File: src/hw/rtl/i2cmbe_pkg.sv
// ----------------------------------------------------------------------------
// i2cmbe_pkg
// shared types and codes of the i2c master bit engine: beat payloads,
// request codes and the command that passes from front to back
// ----------------------------------------------------------------------------
`default_nettype none

package i2cmbe_pkg;

    // request codes carried in the func field
    localparam logic [1:0] FUNC_TICK  = 2'd0;
    localparam logic [1:0] FUNC_LOAD  = 2'd1;
    localparam logic [1:0] FUNC_START = 2'd2;

    // entries in the command queue between front and back
    localparam int unsigned QUEUE_DEPTH = 2;

    typedef struct packed {
        logic [1:0] func;
        logic [5:0] load_index;
        logic [7:0] load_data;
        logic       sda_sample;
    } in_item_t;

    typedef struct packed {
        logic       scl_level;
        logic       sda_level;
        logic       sda_drive;
        logic       busy_res;
        logic       nack_seen;
        logic       rx_valid;
        logic [7:0] rx_byte;
        logic [5:0] rx_index;
        logic       done_res;
    } out_item_t;

    // decoded request kind
    typedef enum logic [1:0] {
        OP_NONE  = 2'd0,
        OP_TICK  = 2'd1,
        OP_LOAD  = 2'd2,
        OP_START = 2'd3
    } op_t;

    typedef struct packed {
        op_t        op;
        logic [5:0] load_index;
        logic [7:0] load_data;
        logic       sda_sample;
    } cmd_t;

endpackage

`default_nettype wire

File: src/hw/rtl/i2c_master_bit_engine_core.sv
// ----------------------------------------------------------------------------
// i2c_master_bit_engine_core
// i2c master advanced by half-period ticks: loads the transmit store, runs
// start, address, write or read bytes with ack handling, and stop
// ----------------------------------------------------------------------------
//
//  channel   ports                         beat
//  --------  ----------------------------  ------------------------------------
//  request   s_valid  s_ready  s_data      tick, store load or start request
//  result    m_valid  m_ready  m_data      line levels and status, one per request
//  config    cfg_valid cfg_ready cfg_data  index of last byte of a transfer
//
//  one request beat per clock while results are taken; a request passes the
//  command queue register, then the result register, before its result appears
//  the bus state machine settles each request as it is popped; the transmit
//  store has one registered read port that is kept pointed at the next byte
//  reset clears all control state; the transmit store is not
//  cleared and must be loaded before use
//  a stalled result side fills the two-entry command queue, then s_ready drops
//
`default_nettype none

module i2c_master_bit_engine_core #(
    parameter int BUFFER_DEPTH = 64
) (
    input  wire logic                  aclk,
    input  wire logic                  aresetn,
    // request beats
    input  wire logic                  s_valid,
    output logic                       s_ready,
    input  wire i2cmbe_pkg::in_item_t  s_data,
    // result beats
    output logic                       m_valid,
    input  wire logic                  m_ready,
    output i2cmbe_pkg::out_item_t      m_data,
    // configuration writes
    input  wire logic                  cfg_valid,
    output logic                       cfg_ready,
    input  wire logic [5:0]            cfg_data
);
    import i2cmbe_pkg::*;

    logic q_valid;
    logic q_pop;
    cmd_t q_cmd;

    // register write always taken at once
    assign cfg_ready = 1'b1;

    // front: decode and queue requests
    i2cmbe_front u_front (
        .aclk    (aclk),
        .aresetn (aresetn),
        .s_valid (s_valid),
        .s_ready (s_ready),
        .s_data  (s_data),
        .q_valid (q_valid),
        .q_pop   (q_pop),
        .q_cmd   (q_cmd)
    );

    // back: store, bus sequencing and result register
    i2cmbe_back #(
        .BUFFER_DEPTH (BUFFER_DEPTH)
    ) u_back (
        .aclk      (aclk),
        .aresetn   (aresetn),
        .q_valid   (q_valid),
        .q_pop     (q_pop),
        .q_cmd     (q_cmd),
        .cfg_valid (cfg_valid && cfg_ready),
        .cfg_data  (cfg_data),
        .m_valid   (m_valid),
        .m_ready   (m_ready),
        .m_data    (m_data)
    );

endmodule

`default_nettype wire

File: src/hw/rtl/i2cmbe_front.sv
// ----------------------------------------------------------------------------
// i2cmbe_front
// accepts request beats, decodes func and holds the commands in a short
// queue until the bit engine takes them
// ----------------------------------------------------------------------------
`default_nettype none

module i2cmbe_front (
    input  wire logic                aclk,
    input  wire logic                aresetn,
    input  wire logic                s_valid,
    output logic                     s_ready,
    input  wire i2cmbe_pkg::in_item_t s_data,
    output logic                     q_valid,
    input  wire logic                q_pop,
    output i2cmbe_pkg::cmd_t         q_cmd
);
    import i2cmbe_pkg::*;

    localparam int unsigned PW = $clog2(QUEUE_DEPTH);
    localparam int unsigned CW = $clog2(QUEUE_DEPTH + 1);

    cmd_t          slot_reg [QUEUE_DEPTH];
    logic [PW-1:0] wr_ptr_reg, wr_ptr_next;
    logic [PW-1:0] rd_ptr_reg, rd_ptr_next;
    logic [CW-1:0] count_reg, count_next;
    cmd_t          cmd_in;
    logic          push;
    logic          pop;

    // request decode
    always_comb begin
        cmd_in.load_index = s_data.load_index;
        cmd_in.load_data  = s_data.load_data;
        cmd_in.sda_sample = s_data.sda_sample;
        case (s_data.func)
            FUNC_TICK:  cmd_in.op = OP_TICK;
            FUNC_LOAD:  cmd_in.op = OP_LOAD;
            FUNC_START: cmd_in.op = OP_START;
            default:    cmd_in.op = OP_NONE;
        endcase
    end

    assign s_ready = (count_reg != CW'(QUEUE_DEPTH));
    assign push    = s_valid && s_ready;
    assign q_valid = (count_reg != '0);
    assign pop     = q_pop && q_valid;
    assign q_cmd   = slot_reg[rd_ptr_reg];

    always_comb begin
        wr_ptr_next = wr_ptr_reg;
        rd_ptr_next = rd_ptr_reg;
        count_next  = count_reg;
        if (push) begin
            wr_ptr_next = (wr_ptr_reg == PW'(QUEUE_DEPTH - 1)) ? '0 : wr_ptr_reg + PW'(1);
        end
        if (pop) begin
            rd_ptr_next = (rd_ptr_reg == PW'(QUEUE_DEPTH - 1)) ? '0 : rd_ptr_reg + PW'(1);
        end
        if (push && !pop) begin
            count_next = count_reg + CW'(1);
        end else if (pop && !push) begin
            count_next = count_reg - CW'(1);
        end
    end

    always_ff @(posedge aclk) begin
        if (!aresetn) begin
            wr_ptr_reg <= '0;
            rd_ptr_reg <= '0;
            count_reg  <= '0;
        end else begin
            wr_ptr_reg <= wr_ptr_next;
            rd_ptr_reg <= rd_ptr_next;
            count_reg  <= count_next;
        end
    end

    always_ff @(posedge aclk) begin
        if (push) begin
            slot_reg[wr_ptr_reg] <= cmd_in;
        end
    end

    a_count_bound: assert property (@(posedge aclk) disable iff (!aresetn)
        count_reg <= CW'(QUEUE_DEPTH))
        else $error("command queue overfilled");

    a_push_grows: assert property (@(posedge aclk) disable iff (!aresetn)
        (push && !pop) |=> (count_reg == $past(count_reg) + CW'(1)))
        else $error("push without pop did not grow the queue");

    a_pop_shrinks: assert property (@(posedge aclk) disable iff (!aresetn)
        (pop && !push) |=> (count_reg == $past(count_reg) - CW'(1)))
        else $error("pop without push did not shrink the queue");

endmodule

`default_nettype wire

File: src/hw/rtl/i2cmbe_back.sv
// ----------------------------------------------------------------------------
// i2cmbe_back
// bit engine: transmit store, bus state machine and result register
// ----------------------------------------------------------------------------
`default_nettype none

module i2cmbe_back #(
    parameter int BUFFER_DEPTH = 64
) (
    input  wire logic                 aclk,
    input  wire logic                 aresetn,
    input  wire logic                 q_valid,
    output logic                      q_pop,
    input  wire i2cmbe_pkg::cmd_t     q_cmd,
    input  wire logic                 cfg_valid,
    input  wire logic [5:0]           cfg_data,
    output logic                      m_valid,
    input  wire logic                 m_ready,
    output i2cmbe_pkg::out_item_t     m_data
);
    import i2cmbe_pkg::*;

    localparam int unsigned AW = (BUFFER_DEPTH > 1) ? $clog2(BUFFER_DEPTH) : 1;

    typedef enum logic [5:0] {
        PH_IDLE  = 6'b000001,
        PH_START = 6'b000010,
        PH_ADDR  = 6'b000100,
        PH_WRITE = 6'b001000,
        PH_READ  = 6'b010000,
        PH_STOP  = 6'b100000
    } phase_t;

    logic [7:0]    tx_mem [BUFFER_DEPTH];
    logic [7:0]    rd_data_reg;
    logic          fwd_hit_reg;
    logic [7:0]    fwd_data_reg;
    logic [7:0]    cur_byte;

    phase_t        phase_reg, phase_next;
    logic          clk_reg, clk_next;
    logic [3:0]    bit_pos_reg, bit_pos_next;
    logic [5:0]    byte_pos_reg, byte_pos_next;
    logic [AW-1:0] rd_idx_reg, rd_idx_next;
    logic [7:0]    rx_shift_reg, rx_shift_next;
    logic          dl_reg, dl_next;
    logic          dd_reg, dd_next;
    logic [7:0]    addr_byte_reg, addr_byte_next;
    logic [5:0]    last_idx_reg;

    logic          m_valid_reg;
    out_item_t     out_reg;
    out_item_t     res;

    logic          step;
    logic          we;
    logic [AW-1:0] waddr;
    logic          in_range;
    logic [7:0]    tx_val;
    logic [5:0]    byte_inc;
    logic [AW-1:0] rd_inc;

    assign q_pop    = q_valid && (!m_valid_reg || m_ready);
    assign step     = q_pop;
    assign m_valid  = m_valid_reg;
    assign m_data   = out_reg;
    assign cur_byte = fwd_hit_reg ? fwd_data_reg : rd_data_reg;
    assign waddr    = AW'(q_cmd.load_index);
    assign in_range = (32'(q_cmd.load_index) < 32'(BUFFER_DEPTH));
    assign tx_val   = (phase_reg == PH_ADDR) ? addr_byte_reg : cur_byte;
    assign byte_inc = byte_pos_reg + 6'd1;
    assign rd_inc   = (byte_inc == 6'd0) ? '0 :
                      (rd_idx_reg == AW'(BUFFER_DEPTH - 1)) ? '0 : rd_idx_reg + AW'(1);

    always_comb begin
        phase_next     = phase_reg;
        clk_next       = clk_reg;
        bit_pos_next   = bit_pos_reg;
        byte_pos_next  = byte_pos_reg;
        rd_idx_next    = rd_idx_reg;
        rx_shift_next  = rx_shift_reg;
        dl_next        = dl_reg;
        dd_next        = dd_reg;
        addr_byte_next = addr_byte_reg;
        we             = 1'b0;
        res            = '0;

        if (step) begin
            case (q_cmd.op)
                OP_LOAD: begin
                    we = in_range;
                    if (q_cmd.load_index == 6'd0) begin
                        addr_byte_next = q_cmd.load_data;
                    end
                end
                OP_START: begin
                    if (phase_reg == PH_IDLE) begin
                        phase_next = PH_START;
                    end
                end
                OP_TICK: begin
                    case (phase_reg)
                        PH_START: begin
                            clk_next      = 1'b1;
                            dl_next       = 1'b0;
                            dd_next       = 1'b1;
                            bit_pos_next  = 4'd0;
                            byte_pos_next = 6'd0;
                            rd_idx_next   = '0;
                            phase_next    = PH_ADDR;
                        end
                        PH_ADDR, PH_WRITE: begin
                            clk_next = ~clk_reg;
                            if (clk_reg) begin
                                // scl falls: shift out next bit, release for ack
                                if (bit_pos_reg < 4'd8) begin
                                    dl_next      = tx_val[~bit_pos_reg[2:0]];
                                    dd_next      = 1'b1;
                                    bit_pos_next = bit_pos_reg + 4'd1;
                                end else if (bit_pos_reg == 4'd8) begin
                                    dd_next      = 1'b0;
                                    bit_pos_next = 4'd9;
                                end
                            end else if (bit_pos_reg == 4'd9) begin
                                if (q_cmd.sda_sample) begin
                                    res.nack_seen = 1'b1;
                                    bit_pos_next  = 4'd0;
                                    phase_next    = PH_START;
                                end else if (phase_reg == PH_ADDR) begin
                                    bit_pos_next = 4'd0;
                                    if (addr_byte_reg[0]) begin
                                        phase_next    = PH_READ;
                                        byte_pos_next = 6'd0;
                                        rd_idx_next   = '0;
                                    end else begin
                                        phase_next    = PH_WRITE;
                                        byte_pos_next = 6'd1;
                                        rd_idx_next   = AW'(1);
                                    end
                                end else begin
                                    bit_pos_next = 4'd0;
                                    if (byte_pos_reg >= last_idx_reg) begin
                                        byte_pos_next = 6'd0;
                                        rd_idx_next   = '0;
                                        phase_next    = PH_STOP;
                                    end else begin
                                        byte_pos_next = byte_inc;
                                        rd_idx_next   = rd_inc;
                                    end
                                end
                            end
                        end
                        PH_READ: begin
                            clk_next = ~clk_reg;
                            if (clk_reg) begin
                                if (bit_pos_reg < 4'd8) begin
                                    dd_next = 1'b0;
                                end else if (bit_pos_reg == 4'd8) begin
                                    // byte complete, answer no-ack
                                    res.rx_valid = 1'b1;
                                    res.rx_byte  = rx_shift_reg;
                                    res.rx_index = byte_pos_reg;
                                    dl_next      = 1'b1;
                                    dd_next      = 1'b1;
                                    bit_pos_next = 4'd9;
                                end
                            end else if (bit_pos_reg < 4'd8) begin
                                rx_shift_next[~bit_pos_reg[2:0]] = q_cmd.sda_sample;
                                bit_pos_next = bit_pos_reg + 4'd1;
                            end else if (bit_pos_reg == 4'd9) begin
                                bit_pos_next = 4'd0;
                                if (byte_pos_reg >= last_idx_reg) begin
                                    byte_pos_next = 6'd0;
                                    rd_idx_next   = '0;
                                    phase_next    = PH_STOP;
                                end else begin
                                    byte_pos_next = byte_inc;
                                    rd_idx_next   = rd_inc;
                                end
                            end
                        end
                        PH_STOP: begin
                            clk_next      = 1'b1;
                            dl_next       = 1'b1;
                            dd_next       = 1'b0;
                            bit_pos_next  = 4'd0;
                            byte_pos_next = 6'd0;
                            rd_idx_next   = '0;
                            phase_next    = PH_IDLE;
                            res.done_res  = 1'b1;
                        end
                        default: ;
                    endcase
                end
                default: ;
            endcase
        end

        res.scl_level = clk_next;
        res.sda_level = dl_next;
        res.sda_drive = dd_next;
        res.busy_res  = (phase_next != PH_IDLE);
    end

    // transmit store: one write port, one registered read port that always
    // looks at the byte the engine will need next
    always_ff @(posedge aclk) begin
        if (we) begin
            tx_mem[waddr] <= q_cmd.load_data;
        end
        rd_data_reg  <= tx_mem[rd_idx_next];
        fwd_hit_reg  <= we && (waddr == rd_idx_next);
        fwd_data_reg <= q_cmd.load_data;
    end

    always_ff @(posedge aclk) begin
        if (!aresetn) begin
            phase_reg     <= PH_IDLE;
            clk_reg       <= 1'b1;
            bit_pos_reg   <= 4'd0;
            byte_pos_reg  <= 6'd0;
            rd_idx_reg    <= '0;
            rx_shift_reg  <= 8'd0;
            dl_reg        <= 1'b1;
            dd_reg        <= 1'b0;
            last_idx_reg  <= 6'd0;
            m_valid_reg   <= 1'b0;
        end else begin
            phase_reg    <= phase_next;
            clk_reg      <= clk_next;
            bit_pos_reg  <= bit_pos_next;
            byte_pos_reg <= byte_pos_next;
            rd_idx_reg   <= rd_idx_next;
            rx_shift_reg <= rx_shift_next;
            dl_reg       <= dl_next;
            dd_reg       <= dd_next;
            if (cfg_valid) begin
                last_idx_reg <= cfg_data;
            end
            if (step) begin
                m_valid_reg <= 1'b1;
            end else if (m_ready) begin
                m_valid_reg <= 1'b0;
            end
        end
    end

    always_ff @(posedge aclk) begin
        addr_byte_reg <= addr_byte_next;
        if (step) begin
            out_reg <= res;
        end
    end

    a_done_idle: assert property (@(posedge aclk) disable iff (!aresetn)
        (m_valid_reg && out_reg.done_res) |-> (!out_reg.busy_res && phase_reg == PH_IDLE))
        else $error("done reported while engine still busy");

    a_rx_in_read: assert property (@(posedge aclk) disable iff (!aresetn)
        (m_valid_reg && out_reg.rx_valid) |-> (phase_reg == PH_READ && bit_pos_reg == 4'd9))
        else $error("received byte outside read phase");

    a_nack_restart: assert property (@(posedge aclk) disable iff (!aresetn)
        (m_valid_reg && out_reg.nack_seen) |-> (phase_reg == PH_START))
        else $error("nack did not schedule a new start");

    a_idle_clean: assert property (@(posedge aclk) disable iff (!aresetn)
        (phase_reg == PH_IDLE) |-> (bit_pos_reg == 4'd0 && byte_pos_reg == 6'd0 && clk_reg))
        else $error("idle engine holds transfer position");

    a_bit_bound: assert property (@(posedge aclk) disable iff (!aresetn)
        bit_pos_reg <= 4'd9)
        else $error("bit position past ack slot");

endmodule

`default_nettype wire

File: config.mk
export PLATFORM = sky130hd
export DESIGN_NAME = i2c_master_bit_engine_core
export DESIGN_NICKNAME = d
export VERILOG_FILES = /design/src/hw/rtl/i2cmbe_pkg.sv /design/src/hw/rtl/i2c_master_bit_engine_core.sv /design/src/hw/rtl/i2cmbe_front.sv /design/src/hw/rtl/i2cmbe_back.sv
export SDC_FILE = /design/constraint.sdc
export NUM_CORES = 1
export LEC_CHECK = 0
export BUFFER_PORTS_ARGS = -buffer_cell sky130_fd_sc_hd__buf_2
export CAP_MARGIN = 20
export CORE_UTILIZATION = 30
export CTS_CLUSTER_SIZE = 20
export DETAILED_ROUTE_END_ITERATION = 10
export MAX_ROUTING_LAYER = met4
export PLACE_DENSITY_LB_ADDON = 0.3
export SKIP_CTS_REPAIR_TIMING = 1
export SLEW_MARGIN = 5
export SYNTH_ARGS = -nofsm -noshare
export SYNTH_HDL_FRONTEND = slang
export SYNTH_SLANG_ARGS = --single-unit
File: constraint.sdc
create_clock -name aclk -period 4 [get_ports aclk]
set_input_delay 0.8 -clock aclk [delete_from_list [all_inputs] [get_ports aclk]]
set_output_delay 0.8 -clock aclk [all_outputs]
set_load 0.005 [all_outputs]
---- Word level (Yosys, flattened, before mapping) ----
Memories as Yosys holds them, arrays and structs flattened. A register that Yosys moved wholly into a read port is not among the register bits.
Cells that the tools add are included.
operators by class
  equality and inequality tests ........... 24
  add/subtract/negate cells ............... 7
  multipliers ............................. 0
  bitwise gates (word level) .............. 7
  muxes and demuxes ....................... 89
  reduce and logical (&&, ||, !) cells .... 28
  div/mod/pow operators ................... 0
  shift operators ......................... 0
  magnitude comparators ................... 4
operators with widths
  cell                   number
  $mux W6                30
  $pmux W6 S3            2
  $mux W1                34
  $mux W4                7
  $pmux W6 S4            1
  $mux W8                2
  $mux W15               1
  $add A6 B1 Y6 const B  2
  $eq A6 B6 Y1 const B   2
  $logic_not A6 Y1       2
  $pmux W4 S3            1
  $pmux W6 S2            1
  $ne A2 B2 Y1 const B   5
  $reduce_and A9 Y1      1
  $bwmux W8              1
  $eq A4 B4 Y1 const B   2
  $pmux W1 S4            2
  $reduce_or A4 Y1       2
  $logic_and A1 B1 Y1    7
  $eq A2 B2 Y1 const B   3
  $eq A6 B1 Y1 const B   1
  $eq A6 B2 Y1 const B   1
  $eq A6 B3 Y1 const B   1
  $eq A6 B4 Y1 const B   1
  33 further kinds       47
word-level totals
  register bits ........................... 82
  word-level logic and storage cells ...... 186
  memory bits (read-only) ................. 0
  memories ................................ 2
  memory bits (writable) .................. 546
  latch bits .............................. 0
  output and inout port bits .............. 24
memory list
  memory            words  width  rd ports  clocked after memory_dff  write ports  line                text
  u_back.tx_mem     64     8      1         1                         1            i2cmbe_back.sv:34   logic [7:0] tx_mem [BUFFER_DEPTH];
  u_front.slot_reg  2      17     1         1                         1            i2cmbe_front.sv:23  cmd_t slot_reg [QUEUE_DEPTH];

---- Depth between registers and ports, before layout ----
  depth after elaboration ................. 13
  mapped depth ............................ 18
  gate-level depth less buffers ........... 12

---- Cells and area by module ----
A second synthesis with hierarchy kept.
unflattened totals
  cells, all modules ...................... 1914
  area total of the unflattened synthesis .. 26400.3 um^2
modules (own cells, without submodules)
  module                      area an instance (um^2)  cells an instance  instances  sequential area each (um^2)
  i2cmbe_back                 24868.9                  1828               1          17386.7
  i2cmbe_front                1520.2                   84                 1          1121.1
  i2c_master_bit_engine_core  11.3                     2                  1          0.0

---- Least setup slack after synthesis ----
Ideal clock, no wire load.
  kind .................................... register to register
  start point ............................. reg u_back.bit_pos_reg[1]
  end point ............................... reg u_back.rd_data_reg[4], read port of u_back.tx_mem
  setup slack ............................. 0.681 ns
  path buffers ............................ 5
  data arrival time ....................... 3.178 ns
  cell stages (with the launch flop) ...... 17
  period minus slack after synthesis ...... 3.319 ns
  required time ........................... 3.859 ns
  cells stage by stage .................... dfxtp_1 > clkbuf_1 > inv_1 > ha_1 > nand4bb_1 > clkbuf_1 > a31oi_1 > a21oi_2 > nor3b_4 > a211o_1 > buf_4 > buf_6 > buf_6 > nand2_1 > a31oi_1 > a2111oi_0 > a221oi_2
on the way
  longest elaborated chain between the ends .. 7
RTL lines
  what                                                  line                text
  from (decl)                                           i2cmbe_back.sv:42   logic [3:0] bit_pos_reg, bit_pos_next;
  from (signal assigned)                                i2cmbe_back.sv:231  bit_pos_reg <= bit_pos_next;
  branches (longest 4 deep; another with $lt A4 B4 Y1)  -
  $pmux W6 S3 (*)                                       i2cmbe_back.sv:102  case (phase_reg)
  $mux W6 (*)                                           i2cmbe_back.sv:89   case (q_cmd.op)
  $mux W6 (*)                                           i2cmbe_back.sv:88   if (step) begin
  to (decl)                                             i2cmbe_back.sv:35   logic [7:0] rd_data_reg;
Mark *: on every way between the ends.
A chain may end at the register's enable or synchronous reset.

---- Final worst setup path ----
  start point ............................. reg u_back.phase_reg[3]
  end point ............................... reg u_back.rd_data_reg[1], read port of u_back.tx_mem
on the way
  longest elaborated chain between the ends .. 8
RTL lines
  what                    line                                    text
  from (decl)             i2cmbe_back.sv:40                       phase_t phase_reg, phase_next;
  from (signal assigned)  i2cmbe_back.sv:229                      phase_reg <= phase_next;
  $eq A6 B3 Y1            i2cmbe_back.sv:102, i2cmbe_back.sv:129
  $mux W6                 i2cmbe_back.sv:129                      end else if (phase_reg == PH_ADDR) begin
  $mux W6                 i2cmbe_back.sv:125                      if (q_cmd.sda_sample) begin
  $mux W6                 i2cmbe_back.sv:124                      end else if (bit_pos_reg == 4'd9) begin
  $mux W6                 i2cmbe_back.sv:114                      if (clk_reg) begin
  $pmux W6 S3 (*)         i2cmbe_back.sv:102
  $mux W6 (*)             i2cmbe_back.sv:89
  $mux W6 (*)             i2cmbe_back.sv:88
Every way passes the cells marked *; elsewhere a longest branch is shown, timed or not.

==> metrics.txt <==
Post-Synth XOR/XNOR Area 0.00400; Final Wtd Congestion 0.889; slowest stage cell, crit path dfxtp_1; Core Rows 108; Worst-Skew Late Latency 0.62 ns; max reg flops 512; clock root buffer clkbuf_16; max cap viols 0; syn_nets 2088; DIE WIDTH 298 um; DRT iter0 DRCs 1522; crit end category flop; Port Buffers 50; Slew headroom 0.355; crit-path cells buf_4 -> xor2_1 -> nand2_1 -> a21oi_2 -> nor3b_4 -> buf_4 -> a211oi_4 -> buf_12 -> buf_12 -> buf_4 -> nand2_1 -> a32oi_1 -> nand4_1 -> a32o_1 -> a221oi_2; adder-cell share of the synthesized area 0.00666; worst-path fanout max 12; Post-Syn Instances 2046; Req. time, crit path 4.53 ns; main combinational cell family by area after synthesis simple AND/OR/NAND/NOR gates; count leader, synth edfxtp_1; pwr dens 512 nW/um^2; crit start category flop; Area contributors post-synth edfxtp_1 (66%), nand2_1 (6.6%), dfxtp_1 (4.7%), mux2i_1 (3.1%), nand3_1 (2.4%); Die Ht 298 um; pin count of the biggest net entering global routing 67; DRC Markers 0; P_leak 11.1 nW; fin crit period 3.89 ns; TritonCTS clock tree built; status finished clean; Synth top area share 0.657; sequential cell area fraction in the yosys report 0.704; routed vias/inst 4.98; CTS Buf Count 70; most frequent cells after synthesis edfxtp_1 (575), nand2_1 (464), nor2_1 (134); Fillers 8331; Area Growth Syn to Fin 19.6%; CP Class reg -> reg; crit path DAT 4.42 ns; H-tree depth 3; Initial DRT Pass Iterations 7; Hold WC Path Type in -> reg; clock sink total 637; R2R Setup Slk 0.11 ns; RSZ-0062 raised after global routing no; vias 17300; Yosys cell types 80; Core Region 86800 um^2; most frequent CP cell buf_4; Max clock buf depth 3; layout cell share with drive strength beyond 1 0.182; Post-DP HPWL 47.6 mm; routed wire length 71.3 mm; die footprint 88800 um^2; Pins Over Slew Limit 0; gr usage total 0.163; slowest stage delay, CP 0.53 ns; first-pass GRT wire length 107 mm; GRT overflow 0; Worst-path clk slew 0.06 ns; Synth area leader edfxtp_1; Final ANT Viol Nets 0; Starting Density 0.303; Avg Inst Size Synth 12.9 um^2; fin nets 2299; vias in the first global route 17100; ANT cells 0; Yosys reg bits 637; Setup Skew 0.0269 ns; Tcrit/Tclk final 0.974; final core occ 0.363; I/O Pins 52; post-synthesis compound-gate area fraction 0.0729; Avg WL per Cell 20.6 um; post-synthesis mux area share 0.0381; Ys Warns 0; Least-Margin Pin Slew 0.964 ns; Final Hold Fails 0; Pwr Total 16.1 mW; Final setup viols 0; simple-gate portion of the synthesized area 0.149; area occupied by multi-input gates 7260 um^2; VDD IR-drop max 300 uV; prevailing post-synth register cell edfxtp_1; Async SR Flop Fraction 0; initial antenna violation count 0; setup tns final 0 ns; Max Clk Rate 257 MHz; Register Area 18500 um^2; Post-synth EDFFs 575; Synth Cell Area 26300 um^2
-- cells by family (layout without fill, tap and decap cells) --
kind of cell,Yosys count,in the layout
simple gates,878,878
buf+inv,135,397
mux,96,96
xor+xnor,12,12
other cells,1,1
flops,637,637
fa+ha+maj,14,14
compound gates,273,273
-- layout by cell type (no fill, tap or decap), drive strengths merged, types with 35 or more instances in the layout --
master / netlist / final
a32oi: 35 / 35
edfxtp: 575 / 575
nand3: 124 / 124
dfxtp: 62 / 62
o21ai: 36 / 36
a21oi: 94 / 94
mux2i: 81 / 81
nand2: 465 / 465
nor2: 134 / 134
nand4: 37 / 37
buf: 71 / 254
clkbuf: 44 / 83
-- per-layer routing --
layer,vias up,wire [um],part of all wire,GRT usage
li1,8000,-,-,-
met1,8586,31500,0.44,0.214
met2,537,34100,0.48,0.259
met3,128,3890,0.055,0.0270
met4,0,1850,0.026,0.0482
met5,-,0,0,-
-- final timing paths --
check | depth (start not counted) | from | end
worst max-delay path | 15 | u_back.phase_reg[3]$_SDFF_PN0_ | u_back.rd_data_reg[1]$_DFF_P_
worst min-delay path | 1 | s_data[8] | u_front.slot_reg[1][8]$_DFFE_PP_
worst max register to register | 15 | u_back.phase_reg[3]$_SDFF_PN0_ | u_back.rd_data_reg[1]$_DFF_P_
worst min register to register | 2 | u_back.rx_shift_reg[2]$_SDFFE_PN0P_ | u_back.rx_shift_reg[2]$_SDFFE_PN0P_
-- critical path, delay by kind of cell (launching register included) --
kind | cells | cell delay, ns
compound gates | 5 | 1.52
buf+inv | 5 | 0.86
flops | 1 | 0.53
xor+xnor | 1 | 0.24
simple gates | 4 | 0.63
-- stage by stage --
stage          instances  setup WS [ns]  cell area [um^2]  hold WS, ns
2_1_floorplan       2046          0.681             26300        0.446
6_report            3463          0.106             31500        0.368
5_1_grt             3463       0.000635             31500        0.349
3_3_place_gp        3337         0.0154             29200        0.461
3_5_place_dp        3337        -0.0281             29200        0.472
4_1_cts             3460        -0.0418             31300        0.336
-- cell type report --
type	count	share of cell area
multi-input cells	1274	0.231
repair buffers	254	0.0631
well taps	1155	0.0459
clock inverters	40	0.0113
clock buffers	83	0.0579
inverters	20	0.00239
flip-flops and latches	637	0.588
-- power breakdown --
group | switching, mW | total, mW | internal (mW)
registers | 0.0930 | 8.17 | 8.08
logic | 1.35 | 1.74 | 0.399
clock network | 2.64 | 6.18 | 3.54
total | 4.08 | 16.1 | 12.0
(Power assumes the default switching activity.)
